`config.mk`:
```
export PLATFORM = sky130hd
export DESIGN_NAME = http_content_length_extractor_unit
export DESIGN_NICKNAME = d
export VERILOG_FILES = /design/src/rtl/hcle_pkg.sv /design/src/rtl/http_content_length_extractor_unit.sv /design/src/rtl/hcle_front.sv /design/src/rtl/hcle_back.sv
export SDC_FILE = /design/constraint.sdc
export NUM_CORES = 1
export LEC_CHECK = 0
export ABC_CLOCK_PERIOD_IN_PS = 6900
export BUFFER_PORTS_ARGS = -buffer_cell sky130_fd_sc_hd__buf_2
export CORE_MARGIN = 2
export CORE_UTILIZATION = 57
export CTS_BUF_LIST = sky130_fd_sc_hd__clkbuf_16
export DETAILED_ROUTE_END_ITERATION = 8
export PLACE_DENSITY_LB_ADDON = 0.05
export SLEW_MARGIN = 20
export SYNTH_ARGS = -nofsm -noshare
export SYNTH_HDL_FRONTEND = slang
export SYNTH_HIERARCHICAL = 1
export SYNTH_SLANG_ARGS = --single-unit
```
`constraint.sdc`:
```
create_clock -name clk -period 6.9 [get_ports clk]
set_input_delay 1.38 -clock clk [delete_from_list [all_inputs] [get_ports clk]]
set_output_delay 1.38 -clock clk [all_outputs]
set_load 0.01 [all_outputs]
```
`src/rtl/hcle_pkg.sv`:
```
// ----------------------------------------------------------------------------
// hcle_pkg
// Shared constants, types and name tables of the content-length extractor.
// ----------------------------------------------------------------------------
package hcle_pkg;

	localparam int MAX_SEARCH = 10;
	localparam int MAX_DIGITS = 10;
	localparam int NAME_LEN   = 14;
	localparam int NAME_IW    = $clog2(NAME_LEN);
	localparam int SEARCH_W   = $clog2(MAX_SEARCH + 1);
	localparam int DIGIT_W    = $clog2(MAX_DIGITS + 1);
	localparam int BYTE_W     = 8;
	localparam int LEN_W      = 34;

	// class queue and result queue depths, powers of two
	localparam int CQ_DEPTH = 4;
	localparam int CQ_AW    = $clog2(CQ_DEPTH);
	localparam int RQ_DEPTH = 2;
	localparam int RQ_AW    = $clog2(RQ_DEPTH);

	localparam logic [BYTE_W-1:0] CH_CR   = 8'h0d;
	localparam logic [BYTE_W-1:0] CH_LF   = 8'h0a;
	localparam logic [BYTE_W-1:0] CH_NUL  = 8'h00;
	localparam logic [BYTE_W-1:0] CH_0    = 8'h30;
	localparam logic [BYTE_W-1:0] CH_1    = 8'h31;
	localparam logic [BYTE_W-1:0] CH_9    = 8'h39;

	typedef enum logic [1:0] {
		HIST_NONE   = 2'd0,
		HIST_CR     = 2'd1,
		HIST_CRLF   = 2'd2,
		HIST_CRLFCR = 2'd3
	} hist_t;

	typedef enum logic [5:0] {
		MODE_FIRST  = 6'b000001,
		MODE_MATCH  = 6'b000010,
		MODE_SKIP   = 6'b000100,
		MODE_SEARCH = 6'b001000,
		MODE_DIGITS = 6'b010000,
		MODE_DONE   = 6'b100000
	} mode_t;

	typedef struct packed {
		logic [NAME_LEN-1:0] name_hit;
		logic [3:0]          digit;
		logic                is_digit;
		logic                is_nz_digit;
		logic                is_cr;
		logic                is_lf;
		logic                is_term;
	} byte_class_t;

	function automatic logic [BYTE_W-1:0] name_lower(input logic [NAME_IW-1:0] idx);
		logic [BYTE_W-1:0] c;
		case (idx)
			4'd0:    c = "c";
			4'd1:    c = "o";
			4'd2:    c = "n";
			4'd3:    c = "t";
			4'd4:    c = "e";
			4'd5:    c = "n";
			4'd6:    c = "t";
			4'd7:    c = "-";
			4'd8:    c = "l";
			4'd9:    c = "e";
			4'd10:   c = "n";
			4'd11:   c = "g";
			4'd12:   c = "t";
			4'd13:   c = "h";
			default: c = CH_NUL;
		endcase
		return c;
	endfunction

	function automatic logic [BYTE_W-1:0] name_upper(input logic [NAME_IW-1:0] idx);
		logic [BYTE_W-1:0] c;
		c = name_lower(idx);
		if (c inside {["a":"z"]}) begin
			c = c & 8'hdf;
		end
		return c;
	endfunction

endpackage

```
`src/rtl/http_content_length_extractor_unit.sv`:
```
// ----------------------------------------------------------------------------
// http_content_length_extractor_unit
// Extracts the content-length value from a byte-serial HTTP response header.
// ----------------------------------------------------------------------------
// One header byte is taken per clock, sustained. The front classifies each
// byte into a four-entry class queue; the back parses one record per clock
// and, on the last byte of a message, writes the length (0 if none) into a
// two-entry result queue, visible after the class and result queue writes.
// The back holds a message-ending record only while the result queue is
// full, so input rate drops below one byte per clock only when results are
// not popped.
module http_content_length_extractor_unit (
	input  logic                       clk,
	input  logic                       arst_n,
	input  logic                       push,
	output logic                       full,
	input  logic [hcle_pkg::BYTE_W-1:0] data_byte,
	input  logic                       end_of_message,
	output logic                       empty,
	input  logic                       pop,
	output logic [hcle_pkg::LEN_W-1:0] content_length
);
	import hcle_pkg::*;

	logic        cq_valid;
	logic        cq_take;
	byte_class_t cq_item;

	hcle_front u_front (
		.clk            (clk),
		.arst_n         (arst_n),
		.push           (push),
		.full           (full),
		.data_byte      (data_byte),
		.end_of_message (end_of_message),
		.cq_valid       (cq_valid),
		.cq_item        (cq_item),
		.cq_take        (cq_take)
	);

	hcle_back u_back (
		.clk            (clk),
		.arst_n         (arst_n),
		.cq_valid       (cq_valid),
		.cq_item        (cq_item),
		.cq_take        (cq_take),
		.empty          (empty),
		.pop            (pop),
		.content_length (content_length)
	);

endmodule

```
`src/rtl/hcle_front.sv`:
```
// ----------------------------------------------------------------------------
// hcle_front
// Accepts header bytes, classifies each one and queues the class record.
// ----------------------------------------------------------------------------
module hcle_front (
	input  logic                       clk,
	input  logic                       arst_n,
	input  logic                       push,
	output logic                       full,
	input  logic [hcle_pkg::BYTE_W-1:0] data_byte,
	input  logic                       end_of_message,
	output logic                       cq_valid,
	output hcle_pkg::byte_class_t      cq_item,
	input  logic                       cq_take
);
	import hcle_pkg::*;

	byte_class_t      cls;
	byte_class_t      cq_mem_q [CQ_DEPTH];
	logic [CQ_AW-1:0] wr_ptr_q;
	logic [CQ_AW-1:0] rd_ptr_q;
	logic [CQ_AW:0]   cnt_q;
	logic             wr_en;
	logic             rd_en;

	always_comb begin
		for (int i = 0; i < NAME_LEN; i++) begin
			cls.name_hit[i] = (data_byte == name_lower(NAME_IW'(i))) ||
				(data_byte == name_upper(NAME_IW'(i)));
		end
		cls.digit       = data_byte[3:0];
		cls.is_digit    = (data_byte >= CH_0) && (data_byte <= CH_9);
		cls.is_nz_digit = (data_byte >= CH_1) && (data_byte <= CH_9);
		cls.is_cr       = data_byte == CH_CR;
		cls.is_lf       = data_byte == CH_LF;
		cls.is_term     = end_of_message || (data_byte == CH_NUL);
	end

	assign full     = cnt_q == (CQ_AW + 1)'(CQ_DEPTH);
	assign cq_valid = cnt_q != '0;
	assign cq_item  = cq_mem_q[rd_ptr_q];
	assign wr_en    = push && !full;
	assign rd_en    = cq_take && cq_valid;

	always_ff @(posedge clk) begin
		if (wr_en) begin
			cq_mem_q[wr_ptr_q] <= cls;
		end
	end

	always_ff @(posedge clk or negedge arst_n) begin
		if (!arst_n) begin
			wr_ptr_q <= '0;
			rd_ptr_q <= '0;
			cnt_q    <= '0;
		end else begin
			if (wr_en) begin
				wr_ptr_q <= wr_ptr_q + 1'b1;
			end
			if (rd_en) begin
				rd_ptr_q <= rd_ptr_q + 1'b1;
			end
			if (wr_en && !rd_en) begin
				cnt_q <= cnt_q + 1'b1;
			end else if (!wr_en && rd_en) begin
				cnt_q <= cnt_q - 1'b1;
			end
		end
	end

`ifndef SYNTHESIS
	a_cq_count: assert property (@(posedge clk) disable iff (!arst_n)
		(wr_en && !rd_en) |=> (cnt_q == $past(cnt_q) + 1'b1))
		else $error("class queue count did not follow a lone write");
	a_cq_bound: assert property (@(posedge clk) disable iff (!arst_n)
		cnt_q <= (CQ_AW + 1)'(CQ_DEPTH))
		else $error("class queue count beyond depth");
`endif

endmodule

```
`src/rtl/hcle_back.sv`:
```
// ----------------------------------------------------------------------------
// hcle_back
// Runs the header parse on queued class records and queues one length per
// message.
// ----------------------------------------------------------------------------
module hcle_back (
	input  logic                       clk,
	input  logic                       arst_n,
	input  logic                       cq_valid,
	input  hcle_pkg::byte_class_t      cq_item,
	output logic                       cq_take,
	output logic                       empty,
	input  logic                       pop,
	output logic [hcle_pkg::LEN_W-1:0] content_length
);
	import hcle_pkg::*;

	mode_t               mode_q, mode_d;
	hist_t               hist_q, hist_d;
	logic [NAME_IW-1:0]  nidx_q, nidx_d;
	logic [SEARCH_W-1:0] scnt_q, scnt_d;
	logic [DIGIT_W-1:0]  dcnt_q, dcnt_d;
	logic [LEN_W-1:0]    acc_q, acc_d;
	logic [LEN_W-1:0]    acc_x10;
	logic                line_start;
	logic                end_now;
	logic                step;

	logic [LEN_W-1:0]    rq_mem_q [RQ_DEPTH];
	logic [RQ_AW-1:0]    rq_wr_q;
	logic [RQ_AW-1:0]    rq_rd_q;
	logic [RQ_AW:0]      rq_cnt_q;
	logic                rq_push;
	logic                rq_pop;

	assign line_start = cq_item.is_lf && (hist_q == HIST_CR);
	assign end_now    = cq_item.is_term || (cq_item.is_lf && (hist_q == HIST_CRLFCR));
	assign step       = cq_valid && (!end_now || (rq_cnt_q != (RQ_AW + 1)'(RQ_DEPTH)));
	assign cq_take    = step;
	assign acc_x10    = {acc_q[LEN_W-4:0], 3'b000} + {acc_q[LEN_W-2:0], 1'b0} +
		LEN_W'(cq_item.digit);

	always_comb begin
		mode_d = mode_q;
		nidx_d = nidx_q;
		scnt_d = scnt_q;
		dcnt_d = dcnt_q;
		acc_d  = acc_q;

		if (cq_item.is_cr) begin
			hist_d = (hist_q == HIST_CRLF) ? HIST_CRLFCR : HIST_CR;
		end else if (line_start) begin
			hist_d = HIST_CRLF;
		end else begin
			hist_d = HIST_NONE;
		end

		case (mode_q)
			MODE_FIRST, MODE_SKIP: begin
				if (line_start) begin
					mode_d = MODE_MATCH;
					nidx_d = '0;
				end
			end
			MODE_MATCH: begin
				if (cq_item.name_hit[nidx_q]) begin
					nidx_d = nidx_q + 1'b1;
					if (nidx_q == NAME_IW'(NAME_LEN - 1)) begin
						mode_d = MODE_SEARCH;
						scnt_d = '0;
					end
				end else begin
					mode_d = MODE_SKIP;
				end
			end
			MODE_SEARCH: begin
				if (cq_item.is_nz_digit) begin
					acc_d  = LEN_W'(cq_item.digit);
					dcnt_d = DIGIT_W'(1);
					mode_d = (MAX_DIGITS <= 1) ? MODE_DONE : MODE_DIGITS;
				end else if (scnt_q >= SEARCH_W'(MAX_SEARCH)) begin
					acc_d  = '0;
					mode_d = MODE_DONE;
				end else begin
					scnt_d = scnt_q + 1'b1;
				end
			end
			MODE_DIGITS: begin
				if (cq_item.is_digit) begin
					acc_d  = acc_x10;
					dcnt_d = dcnt_q + 1'b1;
					if ((dcnt_q + 1'b1) >= DIGIT_W'(MAX_DIGITS)) begin
						mode_d = MODE_DONE;
					end
				end else begin
					mode_d = MODE_DONE;
				end
			end
			default: begin
			end
		endcase
	end

	assign rq_push        = step && end_now;
	assign rq_pop         = pop && !empty;
	assign empty          = rq_cnt_q == '0;
	assign content_length = rq_mem_q[rq_rd_q];

	always_ff @(posedge clk) begin
		if (rq_push) begin
			rq_mem_q[rq_wr_q] <= acc_d;
		end
	end

	always_ff @(posedge clk or negedge arst_n) begin
		if (!arst_n) begin
			mode_q <= MODE_FIRST;
			hist_q <= HIST_NONE;
			nidx_q <= '0;
			scnt_q <= '0;
			dcnt_q <= '0;
			acc_q  <= '0;
		end else if (step) begin
			if (end_now) begin
				mode_q <= MODE_FIRST;
				hist_q <= HIST_NONE;
				nidx_q <= '0;
				scnt_q <= '0;
				dcnt_q <= '0;
				acc_q  <= '0;
			end else begin
				mode_q <= mode_d;
				hist_q <= hist_d;
				nidx_q <= nidx_d;
				scnt_q <= scnt_d;
				dcnt_q <= dcnt_d;
				acc_q  <= acc_d;
			end
		end
	end

	always_ff @(posedge clk or negedge arst_n) begin
		if (!arst_n) begin
			rq_wr_q  <= '0;
			rq_rd_q  <= '0;
			rq_cnt_q <= '0;
		end else begin
			if (rq_push) begin
				rq_wr_q <= rq_wr_q + 1'b1;
			end
			if (rq_pop) begin
				rq_rd_q <= rq_rd_q + 1'b1;
			end
			if (rq_push && !rq_pop) begin
				rq_cnt_q <= rq_cnt_q + 1'b1;
			end else if (!rq_push && rq_pop) begin
				rq_cnt_q <= rq_cnt_q - 1'b1;
			end
		end
	end

`ifndef SYNTHESIS
	a_end_clears: assert property (@(posedge clk) disable iff (!arst_n)
		(step && end_now) |=> ((mode_q == MODE_FIRST) && (acc_q == '0)))
		else $error("parse state not cleared after message end");
	a_digit_range: assert property (@(posedge clk) disable iff (!arst_n)
		(mode_q == MODE_DIGITS) |-> ((dcnt_q != '0) && (dcnt_q < DIGIT_W'(MAX_DIGITS))))
		else $error("digit count out of range while taking digits");
	a_acc_idle: assert property (@(posedge clk) disable iff (!arst_n)
		((mode_q == MODE_FIRST) || (mode_q == MODE_MATCH) || (mode_q == MODE_SKIP) ||
			(mode_q == MODE_SEARCH)) |-> (acc_q == '0))
		else $error("accumulator nonzero before first digit");
	a_rq_bound: assert property (@(posedge clk) disable iff (!arst_n)
		rq_cnt_q <= (RQ_AW + 1)'(RQ_DEPTH))
		else $error("result queue count beyond depth");
`endif

endmodule
```
; ---- After elaboration in Yosys (flattened, before gate mapping)
; Memories as Yosys holds them, arrays and structs flattened.
; Cells that the tools add are included.
[classes]
addsub = 13
magnitude_cmp = 6
eq_ne = 40
muxes = 42
n_reduce_logical = 45
[op_table]
columns = cell, count
row1 = $mux W34, 4
row2 = $eq A8 B7 Y1 const B, 16
row3 = $pmux W34 S2, 1
row4 = $mux W6, 8
row5 = $mux W4, 11
row6 = $add A34 B34 Y34, 1
row7 = $add A34 B4 Y34, 1
row8 = $pmux W4 S2, 3
row9 = $pmux W6 S4, 1
row10 = $eq A8 B4 Y1 const B, 2
row11 = $ge A8 B6 Y1 const B, 2
row12 = $logic_and A1 B1 Y1, 13
row13 = $add A4 B1 Y4 const B, 3
row14 = $mux W2, 6
row15 = $ne A3 B2 Y1 const B, 4
row16 = $reduce_and A6 Y1, 2
row17 = $reduce_bool A3 Y1, 4
row18 = $logic_or A1 B1 Y1, 11
row19 = $ne A3 B1 Y1 const B, 3
row20 = $eq A8 B6 Y1 const B, 1
row21 = $ge A4 B4 Y1 const B, 2
row22 = $le A8 B6 Y1 const B, 1
row23 = $logic_not A8 Y1, 1
row24 = $ne A4 B2 Y1 const B, 2
row25 = 26 further kinds, 43
[totals]
regBits = 65
ram_bits = 160
out_inout_bits = 36
wordCells = 160
n_memories = 2
[mem_list]
columns = name, depth, word_bits, rd, rd_clocked_by_memory_dff, write_ports, line
row1 = u_front.cq_mem_q, 4, 23, 1, 0, 1, hcle_front.sv:19  ; byte_class_t cq_mem_q [CQ_DEPTH];
row2 = u_back.rq_mem_q, 2, 34, 1, 0, 1, hcle_back.sv:29  ; logic [LEN_W-1:0] rq_mem_q [RQ_DEPTH];

; ---- Logic depth before layout (Yosys ltp)
; Gate-level depths: netlist (run 1).
[depth]
ltp_word = 11
ltp_mapped = 14
ltp_nobuf = 13

; ---- Modules after synthesis
; Netlist (run 1), hierarchy kept.
[by_module_without_submodules]
columns = module, n_inst, cells_each, area_per_inst_um2
row1 = hcle_back, 1, 698, 7643.6
row2 = hcle_front, 1, 165, 3231.8

; ---- Worst setup path after synthesis (run 1)
; Ideal clock, no wire load.
[synth_path]
path_type = register -> register
from = register u_front.rd_ptr_q[0]
to = memory u_back.rq_mem_q[0][0], enable pin
setup_time_ns = 0.467
arrival_ns = 4.074
required_ns = 6.433
path_slack_ns = 2.359
stages_incl_launch_ff = 7
n_path_buf = 2
synth_period_minus_slack_ns = 4.541
path_cell_list = dfrtp_1 > buf_2 > mux4_2 > a31oi_1 > o21ai_1 > clkbuf_1 > nor3_1
[synth_rtl]
columns = element, line
row1 = from (decl), hcle_front.sv:21  ; logic [CQ_AW-1:0] rd_ptr_q;
row2 = from (signal assigned), hcle_front.sv:61  ; rd_ptr_q <= rd_ptr_q + 1'b1;
row3 = to (decl), hcle_back.sv:29

==> results of run 1 <==
state kept, by name, indices dropped and copies added (netlist names):
signal,flops
u_front/wr_ptr_q,2
u_front/cnt_q,3
u_back/scnt_q,4
u_back/dcnt_q,4
u_back/hist_q,2
u_back/rq_wr_q,1
u_front/cq_mem_q,72
u_back/mode_q,6
u_back/rq_mem_q,68
u_back/acc_q,34
u_front/rd_ptr_q,2
u_back/rq_cnt_q,2
u_back/rq_rd_q,1
u_back/nidx_q,4
per-layer routing:
metal | routed length, um | GRT usage [%]
met1 | 9414 | 27.30
met3 | 625 | 2.658
met5 | 0 | 0
met4 | 852 | 8.316
met2 | 11510 | 42.49
kinds of logic (layout without fill, tap and decap cells):
logic type               after synthesis  in the layout  share of synthesized area, %
flip-flops                           205            205                         53.62
AO/OA/AOI/OAI                        204            204                         12.54
XOR/XNOR                              43             43                         3.463
adder cells (fa/ha/maj)               77             77                         9.066
buffers and inverters                 53            116                         2.393
AND/OR/NAND/NOR                      220            220                         10.42
multiplexers                          61             61                         8.491
worst max path at each step:
stage                                             endpoint  slack [ps]  depth (start not counted)
after floorplan            u_back/rq_mem_q[0][0]$_DFFE_PP_        2360                          6
after global placement    u_back/rq_mem_q[0][32]$_DFFE_PP_        2390                         13
after detailed placement  u_back/rq_mem_q[1][31]$_DFFE_PP_        2320                          7
after CTS                 u_back/rq_mem_q[0][32]$_DFFE_PP_        2280                         13
after global routing      u_back/rq_mem_q[1][29]$_DFFE_PP_        1920                          7
final                     u_back/rq_mem_q[1][32]$_DFFE_PP_        2320                         13
synth_stat cells, drive strengths merged (6+ instances only):
master  number
nor2        40
edfxtp     140
a22o        37
dfrtp       64
nor2b        6
buf         20
o21bai       7
mux2        40
and3        10
mux4        21
nand2b      14
ha          74
a21o        14
a31oi        8
xor2        18
and2         9
clkbuf      12
nand2       81
a21oi       39
xnor2       25
nand3       12
a211oi       6
nand4       10
inv         21
o21ai       66
nor3        10
final cells by class:
| cell class | instances | area, um^2 |
|---|---|---|
| inverters | 21 | 78.83 |
| well taps | 234 | 292.8 |
| clock buffers | 22 | 550.5 |
| flip-flops and latches | 205 | 5832 |
| clock inverters | 18 | 163.9 |
| fillers | 1424 | 6706 |
| multi-input cells | 605 | 4788 |
| repair buffers | 55 | 292.8 |
worst max-delay path: stages, from the launching register on:
cell and delay [ps]:
dfrtp_1 520, buf_4 360, mux4_2 570, ha_1 320, ha_1 230, fa_1 410, a21oi_1 250, o211ai_1 150
a221oi_2 440, o21ai_1 230, a221oi_2 350, o21ai_1 140, xnor2_1 200, o21ai_1 110
where the power goes:
group	total [mW]	internal [mW]	leakage, nW	switching, mW
combinational	1.35	0.542	2.43	0.808
clock	1.16	0.691	0.378	0.468
sequential	1.78	1.64	2.25	0.138
total	4.29	2.87	5.06	1.41
==> impl_metrics.json, run 1 <==
{
  "outcome": "finished, final reports clean",
  "holdCritPathClass": "flip-flop to flip-flop",
  "powerDensity_mw_per_mm2": 357.2,
  "r2r_start": "u_front/rd_ptr_q[0]$_DFFE_PN0P_",
  "cts_sinks": 205,
  "synth_top_area_cell": "edfxtp_1",
  "layout_commonest_cell": "edfxtp_1",
  "drt_wl_total_um": 22410,
  "n_antenna_cell": 0,
  "reg2reg_slack_ps": 2320,
  "rows": 50,
  "fin_ws_ps": 2316,
  "vias": 6995,
  "cts_tree": "done",
  "required_ps": 7120,
  "h-tree-depth": 1,
  "synth_edf_count": 140,
  "startpoint": "u_front/rd_ptr_q[0]$_DFFE_PN0P_",
  "holdBufCountCts": 0,
  "clk_pin_slew_ps": 60,
  "gr-usage-all-layers_pct": 22.85,
  "final_cell_mix": "edfxtp_1 (140), nand2_1 (79), ha_1 (74), dfrtp_1 (64), buf_2 (48)",
  "core_mm2": 0.01871,
  "whs_ps": 489.0,
  "fmax_ghz": 0.2182,
  "cap_violations": 0,
  "tightest_slew_ps": 1096,
  "synth_fp_nets": 953,
  "drt_first_pass_iters": 5,
  "finClkSkew_ps": 9.643,
  "start_util_pct": 58.14,
  "finalInstanceArea_mm2": 0.01200,
  "post_cts_resized": 0,
  "finalSetupTns_ps": 0,
  "async_flop_share_pct": 31.71,
  "io_pins": 49,
  "hp-start": "u_back/rq_rd_q$_DFFE_PN0P_",
  "synth_cell_type_count": 71,
  "ctsRootBufferMaster": "clkbuf_16",
  "worstSetupPathType": "flip-flop to flip-flop",
  "grt_max_degree": 66,
  "yosysWarnings": 6,
  "start_kind": "flip-flop",
  "drcViolationCount": 0,
  "final_cells": 1160,
  "arrival_ps": 4800,
  "cts_max_path_buffers": 3,
  "r2r.worst_path.cells": 13,
  "hold_depth": 1,
  "preCtsSetupSlack_ps": 2322,
  "dp.cells": 1120,
  "setup_viol_count_final": 0,
  "rsz0062_at_grt": "no",
  "die_height_um": 142.1,
  "fin_nets": 1000,
  "dieArea_mm2": 0.02020,
  "post-cts-setup-buffers": 0,
  "overflow": 0,
  "ys_seq_elements": 205,
  "finalHoldViolations": 0,
  "synthToLayoutAreaGrowth_pct": 10.33,
  "drv_slew": 0,
  "clkLatencyLatePin_ps": 520,
  "p_leak_nw": 5.057,
  "drive_gt1_share_pct": 17.93,
  "cp_max_fo": 15,
  "gp_congestion": 0.8719,
  "syn_inst": 863,
  "slew_headroom_pct": 26.45,
  "vias_per_cell": 6.030,
  "grt_pass1_vias": 7270,
  "power_mw": 4.286,
  "vdd_drop_max_uv": 226.7,
  "hold_end": "u_back/rq_rd_q$_DFFE_PN0P_",
  "cts_inserted_buffers": 22,
  "io_buffers": 48,
  "synth_top_area_share_pct": 38.66,
  "endpoint_kind": "flip-flop",
  "dp_hpwl_um": 15860,
  "fin_crit_ps": 4584,
  "r2r-end": "u_back/rq_mem_q[1][32]$_DFFE_PP_",
  "die_w_um": 142.1,
  "place_area_mm2": 0.01128,
  "fin_crit_sh_pct": 66.43,
  "drtAntennaViolNets": 0,
  "syn_avg_cell_area_um2": 12.60,
  "synthFlopType": "edfxtp_1",
  "wl_per_cell_um": 19.32,
  "drt_iter0_markers": 344,
  "yosysSeqAreaShare_pct": 53.62,
  "antenna_found_initial": 0,
  "grt_pass1_wl_um": 36510,
  "fin_util_pct": 64.15,
  "synth_area_leaders": "edfxtp_1 (39%), dfrtp_1 (15%), ha_1 (8.5%)",
  "netlist_area_mm2": 0.01088
}
Note: power is estimated with default switching activity, not from simulation.
==> run 2, diff against run 1 <==
- ABC_CLOCK_PERIOD_IN_PS: 6900 -> 3720
- CORE_UTILIZATION: 57 -> 56
- clock period: 6.9 -> 3.72 ns (I/O delays scaled with it)
==> impl_metrics.json, run 2 (same netlist as run 1, synthesis figures left out) <==
{
  "grt_pass1_wl_um": 36830,
  "wl_per_cell_um": 18.62,
  "r2r.worst_path.cells": 13,
  "p_int_mw": 5.464,
  "die_w_um": 143.4,
  "cts_max_path_buffers": 3,
  "final_cell_mix": "edfxtp_1 (140), nand2_1 (79), ha_1 (71), dfrtp_1 (63), buf_2 (47)",
  "drtAntennaViolNets": 0,
  "fin_crit_ps": 3720,
  "fin_crit_sh_pct": 100.0,
  "tightest_slew_ps": 1119,
  "vdd_drop_max_uv": 441.6,
  "h-tree-depth": 1,
  "worstSetupPathType": "flip-flop to flip-flop",
  "cts_tree": "done",
  "fin_util_pct": 66.34,
  "crit_end": "u_back/rq_mem_q[1][32]$_DFFE_PP_",
  "gp_congestion": 0.9001,
  "r2r_start": "u_front/rd_ptr_q[0]$_DFFE_PN0P_",
  "sw_frac_of_total_pct": 32.61,
  "overflow": 0,
  "drt_iter0_markers": 391,
  "clk_pin_slew_ps": 60,
  "cp_slowest_cell": "mux4_2",
  "power_mw": 8.109,
  "p_leak_nw": 5.264,
  "reg_top3": "u_front/cq_mem_q x72, u_back/rq_mem_q x68, u_back/acc_q x34",
  "sequentialPowerShare_pct": 40.1,
  "power_switching_mw": 2.645,
  "drt_wl_total_um": 22660,
  "reg2reg_slack_ps": 0.03,
  "antenna_found_initial": 0,
  "cp_max_fo": 5,
  "grt_pass1_vias": 7396,
  "fin_nets": 1031,
  "outcome": "finished, final reports clean",
  "layout_commonest_cell": "edfxtp_1",
  "drive_gt1_share_pct": 24.03,
  "start_kind": "flip-flop",
  "path_cells": "mux4_2 > ha_4 > ha_4 > fa_2 > a21oi_4 > o211ai_1 > a221oi_2 > buf_4 > o21ai_4 > a221oi_2 > o21ai_1 > xnor2_1 > o21ai_1",
  "synthToLayoutAreaGrowth_pct": 15.24,
  "start_util_pct": 57.56,
  "share_comb_of_total_power_pct": 32.7,
  "powerDensity_mw_per_mm2": 647.0,
  "largest-register": "u_front/cq_mem_q",
  "finalSetupTns_ps": 0,
  "preCtsSetupSlack_ps": -192.3,
  "n_antenna_cell": 0,
  "finalInstanceArea_mm2": 0.01253,
  "place_area_mm2": 0.01149,
  "drv_slew": 0,
  "endpoint_kind": "flip-flop",
  "largest_reg_flops": 72,
  "io_buffers": 48,
  "drt_first_pass_iters": 7,
  "cts_sinks": 205,
  "holdCritPathClass": "input pin to async pin",
  "vias": 7124,
  "grt_max_degree": 49,
  "finalHoldViolations": 0,
  "holdBufCountCts": 0,
  "clkLatencyLatePin_ps": 510,
  "ctsRootBufferMaster": "clkbuf_16",
  "r2r-end": "u_back/rq_mem_q[1][32]$_DFFE_PP_",
  "slowest_delay_ps": 580,
  "fin_ws_ps": 0.03331,
  "fmax_ghz": 0.2688,
  "slew_headroom_pct": 25.39,
  "vias_per_cell": 5.854,
  "gr-usage-all-layers_pct": 22.68,
  "dp_hpwl_um": 15870,
  "cts_inserted_buffers": 22,
  "core_mm2": 0.01889,
  "die_height_um": 143.4,
  "rsz0062_at_grt": "yes",
  "io_pins": 49,
  "required_ps": 3940,
  "cap_violations": 0,
  "setup_viol_count_final": 0,
  "dieArea_mm2": 0.02055,
  "arrival_ps": 3940,
  "pwr-share-clk_pct": 27.2,
  "rows": 50,
  "drcViolationCount": 0,
  "startpoint": "u_front/rd_ptr_q[0]$_DFFE_PN0P_",
  "finClkSkew_ps": 16.84
}
[run 2: cell types whose count changed in the layout (fill, tap and decap cells not counted), moves of 4 or more]
cell / delta
buf_4: +27
inv_2: +4
a21oi_1: -5
buf_6: +4
o21ai_0: -4
[run 2: metrics by stage]
step / hold WS, ps / instances
detailed placement: 478.3 / 1165
global placement: 465.1 / 1165
floorplan: 445.3 / 863
global route: 290.3 / 1217
CTS: 266.8 / 1209
finish: 249.9 / 1217
[run 2: what timing repair did]
action / CTS / global route
buffers inserted: 4 / 9
endpoints found under the hold margin: 0 / 0
gates resized for setup: 9 / 36
endpoints found under the setup margin: 21 / 34
pin swaps: 10 / 23
[run 2: how the worst min path moves through the flow]
stage	start	endpoint	slack, ps	depth (start not counted)
after CTS	arst_n	u_back/nidx_q[0]$_DFFE_PN0P_	270	1
after detailed placement	u_front/cnt_q[2]$_DFFE_PN0P_	u_front/cnt_q[2]$_DFFE_PN0P_	480	1
after global placement	u_front/cnt_q[2]$_DFFE_PN0P_	u_front/cnt_q[2]$_DFFE_PN0P_	470	1
after global routing	arst_n	u_back/nidx_q[0]$_DFFE_PN0P_	290	1
final	arst_n	u_back/nidx_q[1]$_DFFE_PN0P_	250	1
after floorplan	arst_n	u_back/acc_q[0]$_DFFE_PN0P_	450	0
[run 2: layout make-up]
type | instances | area [um^2]
fillers | 1458 | 6360
flip-flops and latches | 205 | 5833
multi-input cells | 605 | 5000
clock buffers | 23 | 575.6
repair buffers | 86 | 555.5
well taps | 260 | 325.3
clock inverters | 17 | 165.2
inverters | 21 | 78.83
[run 2: layer usage]
layer,vias up,track usage (%),part of all wire (%)
met3,46,3.066,3.0
li1,3426,-,-
met2,124,42.48,53
met4,0,7.172,3.0
met5,-,0,0
met1,3528,27.02,41
[run 2: power by group through the flow]
stage	registers, mW	logic, mW	clock network (mW)
after global routing	3.31	2.92	2.34
after global placement	3.27	2.59	0
after floorplan	3.21	1.94	0
final	3.25	2.65	2.20
after CTS	3.26	2.68	2.25
after detailed placement	3.30	2.66	0
[run 2: critical path: cells and delay by family (launching register included)]
family	cells	cell delay, ps
XOR/XNOR	1	200
flip-flops	1	420
adder cells (fa/ha/maj)	3	840
multiplexers	1	580
AO/OA/AOI/OAI	7	1190
buffers and inverters	1	190
==> run 3, diff against run 2 <==
- CORE_UTILIZATION: 56 -> 33
- PLACE_DENSITY_LB_ADDON: 0.05 -> not set
==> impl_metrics.json, run 3 (same netlist as run 1, synthesis figures left out) <==
{
  "fin_util_pct": 39.79,
  "cap_violations": 0,
  "largest-register": "u_front/cq_mem_q",
  "layout_commonest_cell": "edfxtp_1",
  "largest_reg_flops": 72,
  "start_util_pct": 33.51,
  "p_leak_nw": 5.348,
  "dp_hpwl_um": 16650,
  "io_buffers": 48,
  "finalInstanceArea_mm2": 0.01291,
  "power_switching_mw": 2.752,
  "place_area_mm2": 0.01182,
  "fin_crit_ps": 3681,
  "tightest_slew_ps": 839.6,
  "fmax_ghz": 0.2717,
  "drv_slew": 0,
  "vias_per_cell": 5.066,
  "preCtsSetupSlack_ps": -202.9,
  "drt_wl_total_um": 23860,
  "gr-usage-all-layers_pct": 13.99,
  "pwr-share-clk_pct": 27.8,
  "ctsRootBufferMaster": "clkbuf_16",
  "h-tree-depth": 1,
  "synthToLayoutAreaGrowth_pct": 18.75,
  "clkLatencyLatePin_ps": 530,
  "io_pins": 49,
  "fin_nets": 1048,
  "start_kind": "flip-flop",
  "clk_pin_slew_ps": 60,
  "drtAntennaViolNets": 0,
  "holdCritPathClass": "input pin to async pin",
  "drt_iter0_markers": 392,
  "cts_max_path_buffers": 3,
  "die_w_um": 185.5,
  "outcome": "finished, final reports clean",
  "arrival_ps": 3960,
  "overflow": 0,
  "grt_pass1_vias": 7249,
  "grt_max_degree": 35,
  "cp_max_fo": 5,
  "finClkSkew_ps": 21.48,
  "cts_tree": "done",
  "vias": 7178,
  "grt_pass1_wl_um": 38270,
  "finalSetupTns_ps": 0,
  "p_int_mw": 5.618,
  "rsz0062_at_grt": "yes",
  "reg_top3": "u_front/cq_mem_q x72, u_back/rq_mem_q x68, u_back/acc_q x34",
  "wl_per_cell_um": 16.84,
  "dieArea_mm2": 0.03442,
  "slew_headroom_pct": 44.02,
  "worstSetupPathType": "flip-flop to flip-flop",
  "gp_congestion": 0.8374,
  "sw_frac_of_total_pct": 32.88,
  "cts_sinks": 205,
  "drive_gt1_share_pct": 25.03,
  "endpoint_kind": "flip-flop",
  "sequentialPowerShare_pct": 39.1,
  "drt_first_pass_iters": 5,
  "core_mm2": 0.03245,
  "rows": 66,
  "drcViolationCount": 0,
  "antenna_found_initial": 0,
  "finalHoldViolations": 0,
  "fin_ws_ps": 39.05,
  "fin_crit_sh_pct": 98.95,
  "die_height_um": 185.5,
  "vdd_drop_max_uv": 474.2,
  "setup_viol_count_final": 0,
  "share_comb_of_total_power_pct": 33.2,
  "cts_inserted_buffers": 24,
  "final_cell_mix": "edfxtp_1 (140), nand2_1 (79), ha_1 (69), dfrtp_1 (63), buf_4 (49)",
  "power_mw": 8.370,
  "n_antenna_cell": 0,
  "powerDensity_mw_per_mm2": 648.1,
  "required_ps": 3990
}
## run 3: cell types whose count changed in the layout (fill, tap and decap cells not counted), sizes merged
cell and delta:
buf +15, clkinv +2, inv -2, clkbuf +2, clkinvlp +1
## run 3: area by class of cell
| class | instances | area [um^2] |
|---|---|---|
| clock inverters | 18 | 160.2 |
| repair buffers | 101 | 670.6 |
| well taps | 442 | 553.0 |
| multi-input cells | 605 | 4994 |
| fillers | 3094 | 19540 |
| flip-flops and latches | 205 | 5833 |
| inverters | 21 | 78.83 |
| clock buffers | 25 | 625.6 |
## run 3: power groups by stage
| stage | combinational [mW] | sequential [mW] | clock [mW] |
|---|---|---|---|
| 2_1_floorplan | 1.94 | 3.21 | 0 |
| 3_3_place_gp | 2.73 | 3.30 | 0 |
| 3_5_place_dp | 2.76 | 3.32 | 0 |
| 4_1_cts | 2.83 | 3.28 | 2.39 |
| 5_1_grt | 3.05 | 3.33 | 2.48 |
| 6_report | 2.78 | 3.27 | 2.32 |
## run 3: final timing paths
kind	start	end	slack, ps	depth (start not counted)
worst max-delay path	u_front/rd_ptr_q[0]$_DFFE_PN0P_	u_back/rq_mem_q[1][30]$_DFFE_PP_	40	13
worst min-delay path	arst_n	u_back/acc_q[23]$_DFFE_PN0P_	310	1
worst max register to register	u_front/rd_ptr_q[0]$_DFFE_PN0P_	u_back/rq_mem_q[1][30]$_DFFE_PP_	40	13
worst min register to register	u_front/cnt_q[2]$_DFFE_PN0P_	u_front/cnt_q[2]$_DFFE_PN0P_	470	1
max in group asynchronous	arst_n	u_front/rd_ptr_q[0]$_DFFE_PN0P_	2700	2
min in group clk	u_front/cnt_q[2]$_DFFE_PN0P_	u_front/cnt_q[2]$_DFFE_PN0P_	470	1
## run 3: through the flow
stage	hold slack (ps)	instances
2_1_floorplan	445.3	863
3_3_place_gp	472.6	1360
3_5_place_dp	473.8	1360
4_1_cts	336.2	1406
5_1_grt	369.1	1417
6_report	310.0	1417
## run 3: timing repair
item                       4_1_cts  5_1_grt
pin swaps                       14       27
resized for setup               18       23
setup buffers                    3       11
setup endpoints to repair       31       32
hold buffers                     0        0
## run 3: worst max-delay path: stages, from the launching register on
cell	delay, ps
dfrtp_2	420
mux4_2	560
ha_4	270
ha_4	170
fa_2	390
a21oi_4	150
o211ai_1	110
a221oi_2	360
buf_4	200
o31ai_4	60
a21boi_2	270
o41ai_2	100
xor2_1	170
a22o_1	210
## run 3: per-layer routing
| layer | part of all wire (%) | global-route usage (%) | vias to the layer above | wire, um |
|---|---|---|---|---|
| met3 | 3.5 | 2.094 | 42 | 842 |
| met5 | 0 | 0 | - | 0 |
| met2 | 49 | 24.43 | 115 | 11740 |
| met1 | 45 | 18.18 | 3550 | 10740 |
| li1 | - | - | 3471 | - |
| met4 | 2.3 | 3.591 | 0 | 547 |
